[config.mk]
export PLATFORM = sky130hd
export DESIGN_NAME = flow_vector_color_wheel
export DESIGN_NICKNAME = d
export VERILOG_FILES = /design/src/hw/rtl/fvcw_pkg.sv /design/src/hw/rtl/fvcw_sqrt.sv /design/src/hw/rtl/fvcw_cordic.sv /design/src/hw/rtl/fvcw_div.sv /design/src/hw/rtl/flow_vector_color_wheel.sv
export VERILOG_INCLUDE_DIRS = /design/src /design/src/hw/rtl
export SDC_FILE = /design/constraint.sdc
export NUM_CORES = 2
export LEC_CHECK = 0
export BUFFER_PORTS_ARGS = -buffer_cell sky130_fd_sc_hd__buf_2
export CAP_MARGIN = 20
export CORE_ASPECT_RATIO = 1.5
export CORE_UTILIZATION = 55
export DETAILED_ROUTE_END_ITERATION = 8
export GPL_ROUTABILITY_DRIVEN = 1
export PLACE_DENSITY_LB_ADDON = 0.1
export SLEW_MARGIN = 20
export SYNTH_ARGS = -nofsm -noshare
export SYNTH_HDL_FRONTEND = slang
export SYNTH_SLANG_ARGS = --single-unit
export TNS_END_PERCENT = 20
[constraint.sdc]
create_clock -name clk -period 11.98 [get_ports clk]
set_input_delay 1.198 -clock clk [delete_from_list [all_inputs] [get_ports clk]]
set_output_delay 1.198 -clock clk [all_outputs]
set_load 0.03 [all_outputs]
[src/hw/rtl/flow_vector_color_wheel_defines.svh]
// ----------------------------------------------------------------------------
// Flow vector color wheel assertion macros
// Shared property macros for the concurrent checks of the color wheel block.
// ----------------------------------------------------------------------------
`ifndef FLOW_VECTOR_COLOR_WHEEL_DEFINES_SVH
`define FLOW_VECTOR_COLOR_WHEEL_DEFINES_SVH

// Same-cycle implication, disabled while reset is high.
`define FVCW_ASSERT_NOW(lbl, ck, rs, ante, cons, msg) \
  lbl: assert property (@(posedge ck) disable iff (rs) (ante) |-> (cons)) else $error(msg);

// Next-cycle implication, disabled while reset is high.
`define FVCW_ASSERT_NEXT(lbl, ck, rs, ante, cons, msg) \
  lbl: assert property (@(posedge ck) disable iff (rs) (ante) |=> (cons)) else $error(msg);

`endif

[src/hw/rtl/fvcw_pkg.sv]
// ----------------------------------------------------------------------------
// Flow vector color wheel package
// Color wheel table, arctangent table and shared constants.
// ----------------------------------------------------------------------------
package fvcw_pkg;

  localparam int WHEEL_SIZE = 55;
  localparam int SEG_RY = 15;
  localparam int SEG_YG = 6;
  localparam int SEG_GC = 4;
  localparam int SEG_CB = 11;
  localparam int SEG_BM = 13;
  localparam int SEG_MR = 6;
  localparam int COLOR_W = 8;
  localparam int WHEEL_IDX_W = 6;
  localparam int PHASE_W = 32;
  localparam int CVAL_W = 24;
  localparam logic [CVAL_W-1:0] FULL_Q16 = 24'hFF0000;
  localparam logic [WHEEL_IDX_W-1:0] WHEEL_LAST = 6'd54;
  localparam logic [5:0] WHEEL_SPAN = 6'd54;

  typedef logic [3*COLOR_W-1:0] wheel_tab_t [WHEEL_SIZE];

  function automatic wheel_tab_t build_wheel();
    wheel_tab_t t;
    int k;
    int j;
    int r;
    int g;
    int b;
    for (k = 0; k < WHEEL_SIZE; k++) begin
      j = k;
      r = 255;
      g = 0;
      b = 0;
      if (j < SEG_RY) begin
        g = 255 * j / SEG_RY;
      end else begin
        j = j - SEG_RY;
        if (j < SEG_YG) begin
          r = 255 - 255 * j / SEG_YG;
          g = 255;
        end else begin
          j = j - SEG_YG;
          if (j < SEG_GC) begin
            r = 0;
            g = 255;
            b = 255 * j / SEG_GC;
          end else begin
            j = j - SEG_GC;
            if (j < SEG_CB) begin
              r = 0;
              g = 255 - 255 * j / SEG_CB;
              b = 255;
            end else begin
              j = j - SEG_CB;
              if (j < SEG_BM) begin
                r = 255 * j / SEG_BM;
                b = 255;
              end else begin
                j = j - SEG_BM;
                b = 255 - 255 * j / SEG_MR;
              end
            end
          end
        end
      end
      t[k] = {8'(b), 8'(g), 8'(r)};
    end
    return t;
  endfunction

  localparam wheel_tab_t WHEEL_TAB = build_wheel();

  // Arctangent of 2^-i in turns, scaled by 2^32.
  function automatic logic [PHASE_W-1:0] atan_turns(input logic [4:0] i);
    logic [PHASE_W-1:0] v;
    case (i)
      5'd0:  v = 32'h20000000;
      5'd1:  v = 32'h12E4051E;
      5'd2:  v = 32'h09FB385B;
      5'd3:  v = 32'h051111D4;
      5'd4:  v = 32'h028B0D43;
      5'd5:  v = 32'h0145D7E1;
      5'd6:  v = 32'h00A2F61E;
      5'd7:  v = 32'h00517C55;
      5'd8:  v = 32'h0028BE53;
      5'd9:  v = 32'h00145F2F;
      5'd10: v = 32'h000A2F98;
      5'd11: v = 32'h000517CC;
      5'd12: v = 32'h00028BE6;
      5'd13: v = 32'h000145F3;
      5'd14: v = 32'h0000A2FA;
      5'd15: v = 32'h0000517D;
      5'd16: v = 32'h000028BE;
      5'd17: v = 32'h0000145F;
      5'd18: v = 32'h00000A30;
      5'd19: v = 32'h00000518;
      5'd20: v = 32'h0000028C;
      5'd21: v = 32'h00000146;
      5'd22: v = 32'h000000A3;
      5'd23: v = 32'h00000051;
      default: v = '0;
    endcase
    return v;
  endfunction

endpackage

[src/hw/rtl/fvcw_sqrt.sv]
// ----------------------------------------------------------------------------
// Flow magnitude unit
// Squares the flow components and takes the integer square root two bits
// of the radicand per cycle.
// ----------------------------------------------------------------------------
module fvcw_sqrt #(
  parameter int W = 16
) (
  input  logic                clk,
  input  logic                rst,
  input  logic                start,
  input  logic signed [W-1:0] x,
  input  logic signed [W-1:0] y,
  output logic                done,
  output logic [W-1:0]        root
);

  localparam int CW = $clog2(W + 1);

  typedef enum logic [1:0] {S_IDLE, S_SQ, S_SUM, S_RUN} sq_state_t;

  sq_state_t       state;
  logic [W-1:0]    ax;
  logic [W-1:0]    ay;
  logic [2*W-1:0]  sqx;
  logic [2*W-1:0]  sqy;
  logic [2*W-1:0]  val;
  logic [W+1:0]    rem;
  logic [W+1:0]    rem_sh;
  logic [W+1:0]    trial;
  logic [CW-1:0]   cnt;

  assign ax = x[W-1] ? W'(~x + 1'b1) : W'(x);
  assign ay = y[W-1] ? W'(~y + 1'b1) : W'(y);
  assign rem_sh = {rem[W-1:0], val[2*W-1:2*W-2]};
  assign trial = {root, 2'b01};

  always_ff @(posedge clk) begin
    if (rst) begin
      state <= S_IDLE;
      cnt <= '0;
      done <= 1'b0;
    end else begin
      if (done) begin
        done <= 1'b0;
      end
      unique case (state)
        S_IDLE: begin
          if (start) begin
            sqx <= ax * ax;
            sqy <= ay * ay;
            state <= S_SQ;
          end
        end
        S_SQ: begin
          val <= sqx + sqy;
          rem <= '0;
          root <= '0;
          cnt <= '0;
          state <= S_SUM;
        end
        S_SUM: begin
          state <= S_RUN;
        end
        S_RUN: begin
          val <= {val[2*W-3:0], 2'b00};
          if (rem_sh >= trial) begin
            rem <= rem_sh - trial;
            root <= {root[W-2:0], 1'b1};
          end else begin
            rem <= rem_sh;
            root <= {root[W-2:0], 1'b0};
          end
          cnt <= cnt + 1'b1;
          if (cnt == CW'(W - 1)) begin
            done <= 1'b1;
            state <= S_IDLE;
          end
        end
        default: state <= S_IDLE;
      endcase
    end
  end

endmodule

[src/hw/rtl/fvcw_cordic.sv]
// ----------------------------------------------------------------------------
// Flow phase unit
// CORDIC vectoring run, one micro-rotation per cycle, giving the flow angle
// in turns as a 32-bit fraction.
// ----------------------------------------------------------------------------
module fvcw_cordic #(
  parameter int W = 16,
  parameter int STEPS = 16
) (
  input  logic                            clk,
  input  logic                            rst,
  input  logic                            start,
  input  logic signed [W-1:0]             x,
  input  logic signed [W-1:0]             y,
  output logic                            done,
  output logic [fvcw_pkg::PHASE_W-1:0]    z
);

  localparam int XW = W + 3;
  localparam int IW = $clog2(STEPS);

  logic                busy;
  logic [IW-1:0]       i;
  logic signed [XW-1:0] xr;
  logic signed [XW-1:0] yr;
  logic signed [XW-1:0] xs;
  logic signed [XW-1:0] ys;
  logic signed [XW-1:0] dx;
  logic signed [XW-1:0] dy;

  assign xs = XW'(x);
  assign ys = XW'(y);
  assign dx = yr >>> i;
  assign dy = xr >>> i;

  always_ff @(posedge clk) begin
    if (rst) begin
      busy <= 1'b0;
      i <= '0;
      done <= 1'b0;
    end else if (busy) begin
      if (!yr[XW-1]) begin
        xr <= xr + dx;
        yr <= yr - dy;
        z <= z + fvcw_pkg::atan_turns(5'(i));
      end else begin
        xr <= xr - dx;
        yr <= yr + dy;
        z <= z - fvcw_pkg::atan_turns(5'(i));
      end
      i <= i + 1'b1;
      done <= (i == IW'(STEPS - 1));
      if (i == IW'(STEPS - 1)) begin
        busy <= 1'b0;
      end
    end else if (start) begin
      i <= '0;
      done <= (y == '0) || (x == '0);
      if (y == '0) begin
        z <= x[W-1] ? 32'h80000000 : 32'h00000000;
      end else if (x == '0) begin
        z <= y[W-1] ? 32'hC0000000 : 32'h40000000;
      end else begin
        busy <= 1'b1;
        if (x[W-1]) begin
          xr <= -xs;
          yr <= -ys;
          z <= 32'h80000000;
        end else begin
          xr <= xs;
          yr <= ys;
          z <= '0;
        end
      end
    end else begin
      done <= 1'b0;
    end
  end

endmodule

[src/hw/rtl/fvcw_div.sv]
// ----------------------------------------------------------------------------
// Saturation divider
// Restoring division with an 8-bit quotient, one quotient bit per cycle.
// ----------------------------------------------------------------------------
module fvcw_div #(
  parameter int DW = 25,
  parameter int VW = 17
) (
  input  logic                            clk,
  input  logic                            rst,
  input  logic                            start,
  input  logic [DW-1:0]                   dividend,
  input  logic [VW-1:0]                   divisor,
  output logic                            done,
  output logic [fvcw_pkg::COLOR_W-1:0]    quotient
);

  localparam int BW = $clog2(fvcw_pkg::COLOR_W);

  logic          busy;
  logic [BW-1:0] b;
  logic [DW-1:0] rem;
  logic [DW-1:0] trial;

  assign trial = DW'(divisor) << b;

  always_ff @(posedge clk) begin
    if (rst) begin
      busy <= 1'b0;
      b <= '0;
      done <= 1'b0;
    end else if (busy) begin
      if (rem >= trial) begin
        rem <= rem - trial;
        quotient[b] <= 1'b1;
      end else begin
        quotient[b] <= 1'b0;
      end
      b <= b - 1'b1;
      done <= (b == '0);
      if (b == '0) begin
        busy <= 1'b0;
      end
    end else begin
      done <= 1'b0;
      if (start) begin
        rem <= dividend;
        b <= BW'(fvcw_pkg::COLOR_W - 1);
        busy <= 1'b1;
      end
    end
  end

endmodule

[src/hw/rtl/flow_vector_color_wheel.sv]
// ----------------------------------------------------------------------------
// Flow vector color wheel
// Optical-flow color coding: a measure pass tracks the largest flow
// magnitude of a frame and a color pass maps each vector to an RGB color.
// ----------------------------------------------------------------------------
// Input items arrive on the s_ channel: flow_x and flow_y in s_tdata, the
// item kind and flags in s_tuser. A measure item produces no output item;
// a color item produces exactly one RGB item on the m_ channel.
// One item is worked on at a time; s_tready is high only while the block is
// free. A known measure item holds s_tready low until the square root unit,
// which retires two radicand bits per cycle, has finished.
// A color item runs through the square root, a CORDIC run of one rotation
// per cycle, then per channel a wheel blend, a multiply and a divide.
// A magnitude above the maximum skips the multiply and the divide for each
// channel, and a vector on an axis skips the CORDIC run.
// Unknown vectors and an empty maximum skip all of this and go straight to
// the output register.
// The finished color waits in an output register; a stalled receiver holds
// it there, and the next input item is still taken meanwhile, but a further
// result stalls until the register is free.
// Reset clears the stored maximum to zero and drops any pending output.
// ----------------------------------------------------------------------------
`include "flow_vector_color_wheel_defines.svh"

module flow_vector_color_wheel #(
  parameter int FLOW_WIDTH = 16,
  parameter int CORDIC_STEPS = 16
) (
  input  logic                      clk,
  input  logic                      rst,
  input  logic                      s_tvalid,
  output logic                      s_tready,
  // flow_x, flow_y
  input  logic [((2*FLOW_WIDTH+7)/8)*8-1:0] s_tdata,
  // req_type, frame_start, flow_unknown
  input  logic [2:0]                s_tuser,
  output logic                      m_tvalid,
  input  logic                      m_tready,
  // red, green, blue
  output logic [3*fvcw_pkg::COLOR_W-1:0] m_tdata
);

  localparam int W = FLOW_WIDTH;
  localparam int MAG_W = W + 1;
  localparam int NUM_W = fvcw_pkg::CVAL_W + MAG_W;
  localparam int PROD_W = fvcw_pkg::PHASE_W + 6;
  localparam int CW = fvcw_pkg::COLOR_W;

  typedef enum logic [3:0] {
    ST_IDLE, ST_MAG, ST_PHASE, ST_WHEEL, ST_PROD, ST_NUM, ST_DIV, ST_NEXT, ST_EMIT
  } state_t;

  state_t                       state;
  logic                         req_r;
  logic signed [W-1:0]          x_r;
  logic signed [W-1:0]          y_r;
  logic [MAG_W-1:0]             max_magnitude;
  logic [W-1:0]                 m_r;
  logic [PROD_W-1:0]            prod;
  logic [1:0]                   ch;
  logic [fvcw_pkg::CVAL_W-1:0]  c;
  logic [NUM_W-1:0]             a_r;
  logic [NUM_W-1:0]             b_r;
  logic [NUM_W-1:0]             num_r;
  logic [CW-1:0]                chan [3];
  logic                         sq_start;
  logic                         sq_done;
  logic [W-1:0]                 sq_root;
  logic                         cd_start;
  logic                         cd_done;
  logic [fvcw_pkg::PHASE_W-1:0] cd_z;
  logic                         dv_start;
  logic                         dv_done;
  logic [CW-1:0]                dv_q;
  logic                         accept;

  logic [fvcw_pkg::WHEEL_IDX_W-1:0] k0;
  logic [fvcw_pkg::WHEEL_IDX_W-1:0] k1;
  logic [15:0]                      f;
  logic [16:0]                      inv_f;
  logic [3*CW-1:0]                  e0;
  logic [3*CW-1:0]                  e1;
  logic [CW-1:0]                    w0;
  logic [CW-1:0]                    w1;
  logic [24:0]                      p0;
  logic [24:0]                      p1;
  logic [fvcw_pkg::CVAL_W-1:0]      c_next;
  logic [25:0]                      tri_c;
  logic [MAG_W-1:0]                 m_ext;

  assign accept = s_tvalid && s_tready;
  assign s_tready = (state == ST_IDLE);
  assign m_ext = MAG_W'(m_r);

  assign k0 = prod[PROD_W-1:fvcw_pkg::PHASE_W];
  assign k1 = (k0 == fvcw_pkg::WHEEL_LAST) ? '0 : k0 + 1'b1;
  assign f = prod[31:16];
  assign inv_f = 17'h10000 - {1'b0, f};
  assign e0 = fvcw_pkg::WHEEL_TAB[k0];
  assign e1 = fvcw_pkg::WHEEL_TAB[k1];

  always_comb begin
    case (ch)
      2'd0: begin
        w0 = e0[CW-1:0];
        w1 = e1[CW-1:0];
      end
      2'd1: begin
        w0 = e0[2*CW-1:CW];
        w1 = e1[2*CW-1:CW];
      end
      default: begin
        w0 = e0[3*CW-1:2*CW];
        w1 = e1[3*CW-1:2*CW];
      end
    endcase
  end

  assign p0 = 25'(inv_f * w0);
  assign p1 = 25'({1'b0, f} * w1);
  assign c_next = fvcw_pkg::CVAL_W'(p0 + p1);
  assign tri_c = {1'b0, c, 1'b0} + {2'b00, c};

  fvcw_sqrt #(.W(W)) u_sqrt (
    .clk   (clk),
    .rst   (rst),
    .start (sq_start),
    .x     (x_r),
    .y     (y_r),
    .done  (sq_done),
    .root  (sq_root)
  );

  fvcw_cordic #(.W(W), .STEPS(CORDIC_STEPS)) u_cordic (
    .clk   (clk),
    .rst   (rst),
    .start (cd_start),
    .x     (x_r),
    .y     (y_r),
    .done  (cd_done),
    .z     (cd_z)
  );

  fvcw_div #(.DW(NUM_W - 16), .VW(MAG_W)) u_div (
    .clk      (clk),
    .rst      (rst),
    .start    (dv_start),
    .dividend (num_r[NUM_W-1:16]),
    .divisor  (max_magnitude),
    .done     (dv_done),
    .quotient (dv_q)
  );

  always_ff @(posedge clk) begin
    if (rst) begin
      state <= ST_IDLE;
      max_magnitude <= '0;
      m_tvalid <= 1'b0;
      ch <= '0;
      sq_start <= 1'b0;
      cd_start <= 1'b0;
      dv_start <= 1'b0;
    end else begin
      if (sq_start) begin
        sq_start <= 1'b0;
      end
      if (cd_start) begin
        cd_start <= 1'b0;
      end
      if (dv_start) begin
        dv_start <= 1'b0;
      end
      if (m_tvalid && m_tready && state != ST_EMIT) begin
        m_tvalid <= 1'b0;
      end
      unique case (state)
        ST_IDLE: begin
          if (accept) begin
            req_r <= s_tuser[0];
            x_r <= s_tdata[W-1:0];
            y_r <= s_tdata[2*W-1:W];
            if (!s_tuser[0]) begin
              if (s_tuser[1]) begin
                max_magnitude <= '0;
              end
              if (!s_tuser[2]) begin
                sq_start <= 1'b1;
                state <= ST_MAG;
              end
            end else if (s_tuser[2]) begin
              chan[0] <= '0;
              chan[1] <= '0;
              chan[2] <= '0;
              state <= ST_EMIT;
            end else if (max_magnitude == '0) begin
              chan[0] <= '1;
              chan[1] <= '1;
              chan[2] <= '1;
              state <= ST_EMIT;
            end else begin
              sq_start <= 1'b1;
              state <= ST_MAG;
            end
          end
        end
        ST_MAG: begin
          if (sq_done) begin
            m_r <= sq_root;
            if (!req_r) begin
              if (MAG_W'(sq_root) > max_magnitude) begin
                max_magnitude <= MAG_W'(sq_root);
              end
              state <= ST_IDLE;
            end else begin
              cd_start <= 1'b1;
              state <= ST_PHASE;
            end
          end
        end
        ST_PHASE: begin
          if (cd_done) begin
            prod <= PROD_W'(cd_z * fvcw_pkg::WHEEL_SPAN);
            ch <= '0;
            state <= ST_WHEEL;
          end
        end
        ST_WHEEL: begin
          c <= c_next;
          state <= ST_PROD;
        end
        ST_PROD: begin
          if (m_ext <= max_magnitude) begin
            a_r <= NUM_W'(fvcw_pkg::FULL_Q16 * max_magnitude);
            b_r <= NUM_W'(m_ext * (fvcw_pkg::FULL_Q16 - c));
            state <= ST_NUM;
          end else begin
            chan[ch] <= tri_c[25:18];
            state <= ST_NEXT;
          end
        end
        ST_NUM: begin
          num_r <= a_r - b_r;
          dv_start <= 1'b1;
          state <= ST_DIV;
        end
        ST_DIV: begin
          if (dv_done) begin
            chan[ch] <= dv_q;
            state <= ST_NEXT;
          end
        end
        ST_NEXT: begin
          if (ch == 2'd2) begin
            state <= ST_EMIT;
          end else begin
            ch <= ch + 1'b1;
            state <= ST_WHEEL;
          end
        end
        ST_EMIT: begin
          if (!m_tvalid || m_tready) begin
            m_tdata <= {chan[2], chan[1], chan[0]};
            m_tvalid <= 1'b1;
            state <= ST_IDLE;
          end
        end
        default: state <= ST_IDLE;
      endcase
    end
  end

  `FVCW_ASSERT_NEXT(a_busy_after_accept, clk, rst, accept && (s_tuser[0] || !s_tuser[2]), !s_tready, "accepted item did not make the block busy")
  `FVCW_ASSERT_NEXT(a_max_monotonic, clk, rst, !(accept && !s_tuser[0] && s_tuser[1]), max_magnitude >= $past(max_magnitude), "stored maximum fell without a frame start")
  `FVCW_ASSERT_NOW(a_emit_origin, clk, rst, $rose(m_tvalid), $past(state == ST_EMIT), "output item raised outside the emit step")

endmodule

==> results.md <==
* Area of the mapped netlist at 76450 um2
* GP Congestion at 0.9408
* Largest stage delay on the critical path at 0.55 ns
* Slew Limit Fails at 0
* Number of setup violations in the final report at 0
* Row cnt at 167
* R2R Path Start: y_r[0]$_DFFE_PP_
* Cells after Synth at 8121
* Distinct cells, synth at 98
* Layout cell share with drive strength beyond 1 at 0.05180
* Area Growth Syn to Fin at 6.198%
* Sequential fraction of the synthesis area at 0.2015
* GRT Util Overall at 0.2930
* Final wirelength at 201.4 mm
* Worst Hold Path Cells at 0
* Core area at 137900 um2
* Critical R2R Capture: u_sqrt.sqy[31]$_DFFE_PP_
* Starting density of the core at 0.5544
* Status: completed
* Startpoint types: flip-flop
* Max_slew headroom at 0.2179
* Non-Filler Instances at 9946
* Area contributors post-synth: fa_1 (28%), edfxtp_1 (18%), ha_1 (13%)
* Total CTS buffers at 59
* Setup tns final at 0 ns
* Hold_buf cts at 0
* Net count, final at 9987
* Gr ovfl total at 0
* Top post-synthesis cells by count: inv_1 (1537), fa_1 (1058), nand2_1 (870), ha_1 (773), nor2_1 (518)
* Die height at 458.6 um
* Hpwl dp at 162.8 mm
* Critical path class: flip-flop to flip-flop
* Worst Max-Slew Pin Slew at 1.165 ns
* Worst path most repeated cell: fa_1
* Final Hold Fails at 0
* Synth Flop Type: edfxtp_1
* Final core area utilization at 0.5887
* Hold_ws at 0.4038 ns
* Top-count cell post-synth: inv_1
* Clock Path Buffers at 3
* Largest net degree at the start of global routing at 69
* Number of port buffers at 64
* First-pass GRT wire length at 320.1 mm
* Hold Startpoint: chan[1][6]$_DFFE_PP_
* Vias at 56270
* TritonRoute pass-1 iters at 8
* Register-to-Register Path Depth at 31
* Hold Crit Class: flip-flop to flip-flop
* Synth warn at 0
* Largest fanout on the critical path at 13
* Worst Path Required at 12.39 ns
* CP arrival at 10.29 ns
* Inst Count DP at 9827
* Combined area of the multi-input logic cells at 54380 um2
* Mean Syn Cell Area at 9.414 um2
* RSZ-0062 raised after global routing: false
* Slowest-stage cell, CP: fa_1
* Drt via density at 5.657
* Yosys reg bits at 538
* FFs w/ async S/R, synth at 0
* Fin Clk Skew at 0.05164 ns
* Root buf cell: clkbuf_16
* Register area at 15410 um2
* Crit end category: flip-flop
* Clock Pin Slew Worst Setup and Hold Paths at 0.08 ns
* Yosys top cell area share at 0.2770
* Setup bufs post-CTS at 0
* H-tree depth at 2
* Number of routed nets with antenna violations at 0
* Worst hold endpoint: m_tdata[14]$_DFFE_PP_
* R2r setup slk at 2.10 ns
* CTS tree: built
* Antenna violations before repair at 11
* Average wire per standard cell at 20.24 um
* Max_cap viols at 0
* Number of flops mapped to enable cells by yosys at 463
* Die Wd at 306.4 um
* Drt drc at 0
* Tmin final at 9.880 ns
* Post-cts sizing count at 0
* Number of global-route vias before repair at 59010
* CTS Sinks at 538
* Fmax at 0.1012 GHz
* Share of the clock period used by the worst path at 0.8247
* Clk_lat worst skew at 0.71 ns
* DR iter-0 viols at 3078
* # fillers at 12250
* Die ar. at 140500 um2
* Dominant cell type by area after synthesis: fa_1
* Ports at 65
[layout by cell type (no fill, tap or decap), drive strengths merged, types with 252 or more instances in the layout]
cell and instances:
nand2 870, and2 260, a21oi 363, xnor2 299, nor2 518, fa 1058, edfxtp 463, inv 1552
o21ai 252, ha 773
[worst max-delay path, delay by kind of cell, from the launching register on]
family | cells | cell delay, ns
fa+ha+maj | 8 | 3.77
compound gates | 8 | 2.21
simple gates | 8 | 2.08
buf+inv | 5 | 0.68
xor+xnor | 2 | 0.50
flops | 1 | 0.36
[cells by family after synthesis]
logic type / Yosys count / share of synthesized area
compound gates: 1159 / 0.09554
fa+ha+maj: 1831 / 0.4035
other cells: 2 / 0.00009823
simple gates: 2215 / 0.1341
mux: 135 / 0.02599
flops: 538 / 0.2015
xor+xnor: 434 / 0.04992
buf+inv: 1807 / 0.08932
[per-layer routing]
| layer | vias to the layer above | wire length (um) | global-route usage | share of wire |
|---|---|---|---|---|
| li1 | 26250 | - | - | - |
| met1 | 28230 | 71820 | 0.3169 | 0.36 |
| met2 | 1312 | 107600 | 0.5475 | 0.53 |
| met3 | 468 | 7624 | 0.02738 | 0.038 |
| met4 | 8 | 14230 | 0.1796 | 0.071 |
| met5 | - | 53 | 0 | 0.00026 |
[final cells by class]
type / instances / share of cell area
flip-flops and latches: 538 / 0.1898
clock inverters: 42 / 0.006349
multi-input cells: 5786 / 0.6697
repair buffers: 173 / 0.01513
clock buffers: 68 / 0.01939
well taps: 1774 / 0.02734
inverters: 1559 / 0.07207
diodes: 6 / 0.0001849
[flip-flops by register name, summed over array words and instances (netlist names), 19 cells and up, named ones only]
register     cells
b_r             41
u_cordic.z      32
u_sqrt.val      32
u_sqrt.sqx      31
u_sqrt.sqy      31
a_r             25
num_r           25
u_div.rem       25
c               24
chan            24
m_tdata         24
prod            22
u_cordic.xr     19
u_cordic.yr     19
[metrics by stage]
step	setup WS, ns	cell area (um2)
after global placement	2.343	78930
after detailed placement	2.105	79030
final	2.100	81190
after floorplan	3.164	76490
after CTS	2.068	81120
after global routing	1.489	81190
[worst max path at each step]
| stage | slack (ns) | depth (start not counted) | from | to |
|---|---|---|---|---|
| final | 2.10 | 31 | y_r[0]$_DFFE_PP_ | u_sqrt.sqy[31]$_DFFE_PP_ |
| after global routing | 1.49 | 31 | y_r[0]$_DFFE_PP_ | u_sqrt.sqy[31]$_DFFE_PP_ |
| after CTS | 2.07 | 31 | y_r[0]$_DFFE_PP_ | u_sqrt.sqy[31]$_DFFE_PP_ |
| after detailed placement | 2.11 | 31 | y_r[0]$_DFFE_PP_ | u_sqrt.sqy[31]$_DFFE_PP_ |
| after global placement | 2.34 | 31 | y_r[0]$_DFFE_PP_ | u_sqrt.sqy[31]$_DFFE_PP_ |
| after floorplan | 3.16 | 31 | y_r[0]$_DFFE_PP_ | u_sqrt.sqy[31]$_DFFE_PP_ |
Power is not shown: default switching activity piles up to over one toggle a cycle in this logic, so the estimate is an artifact.
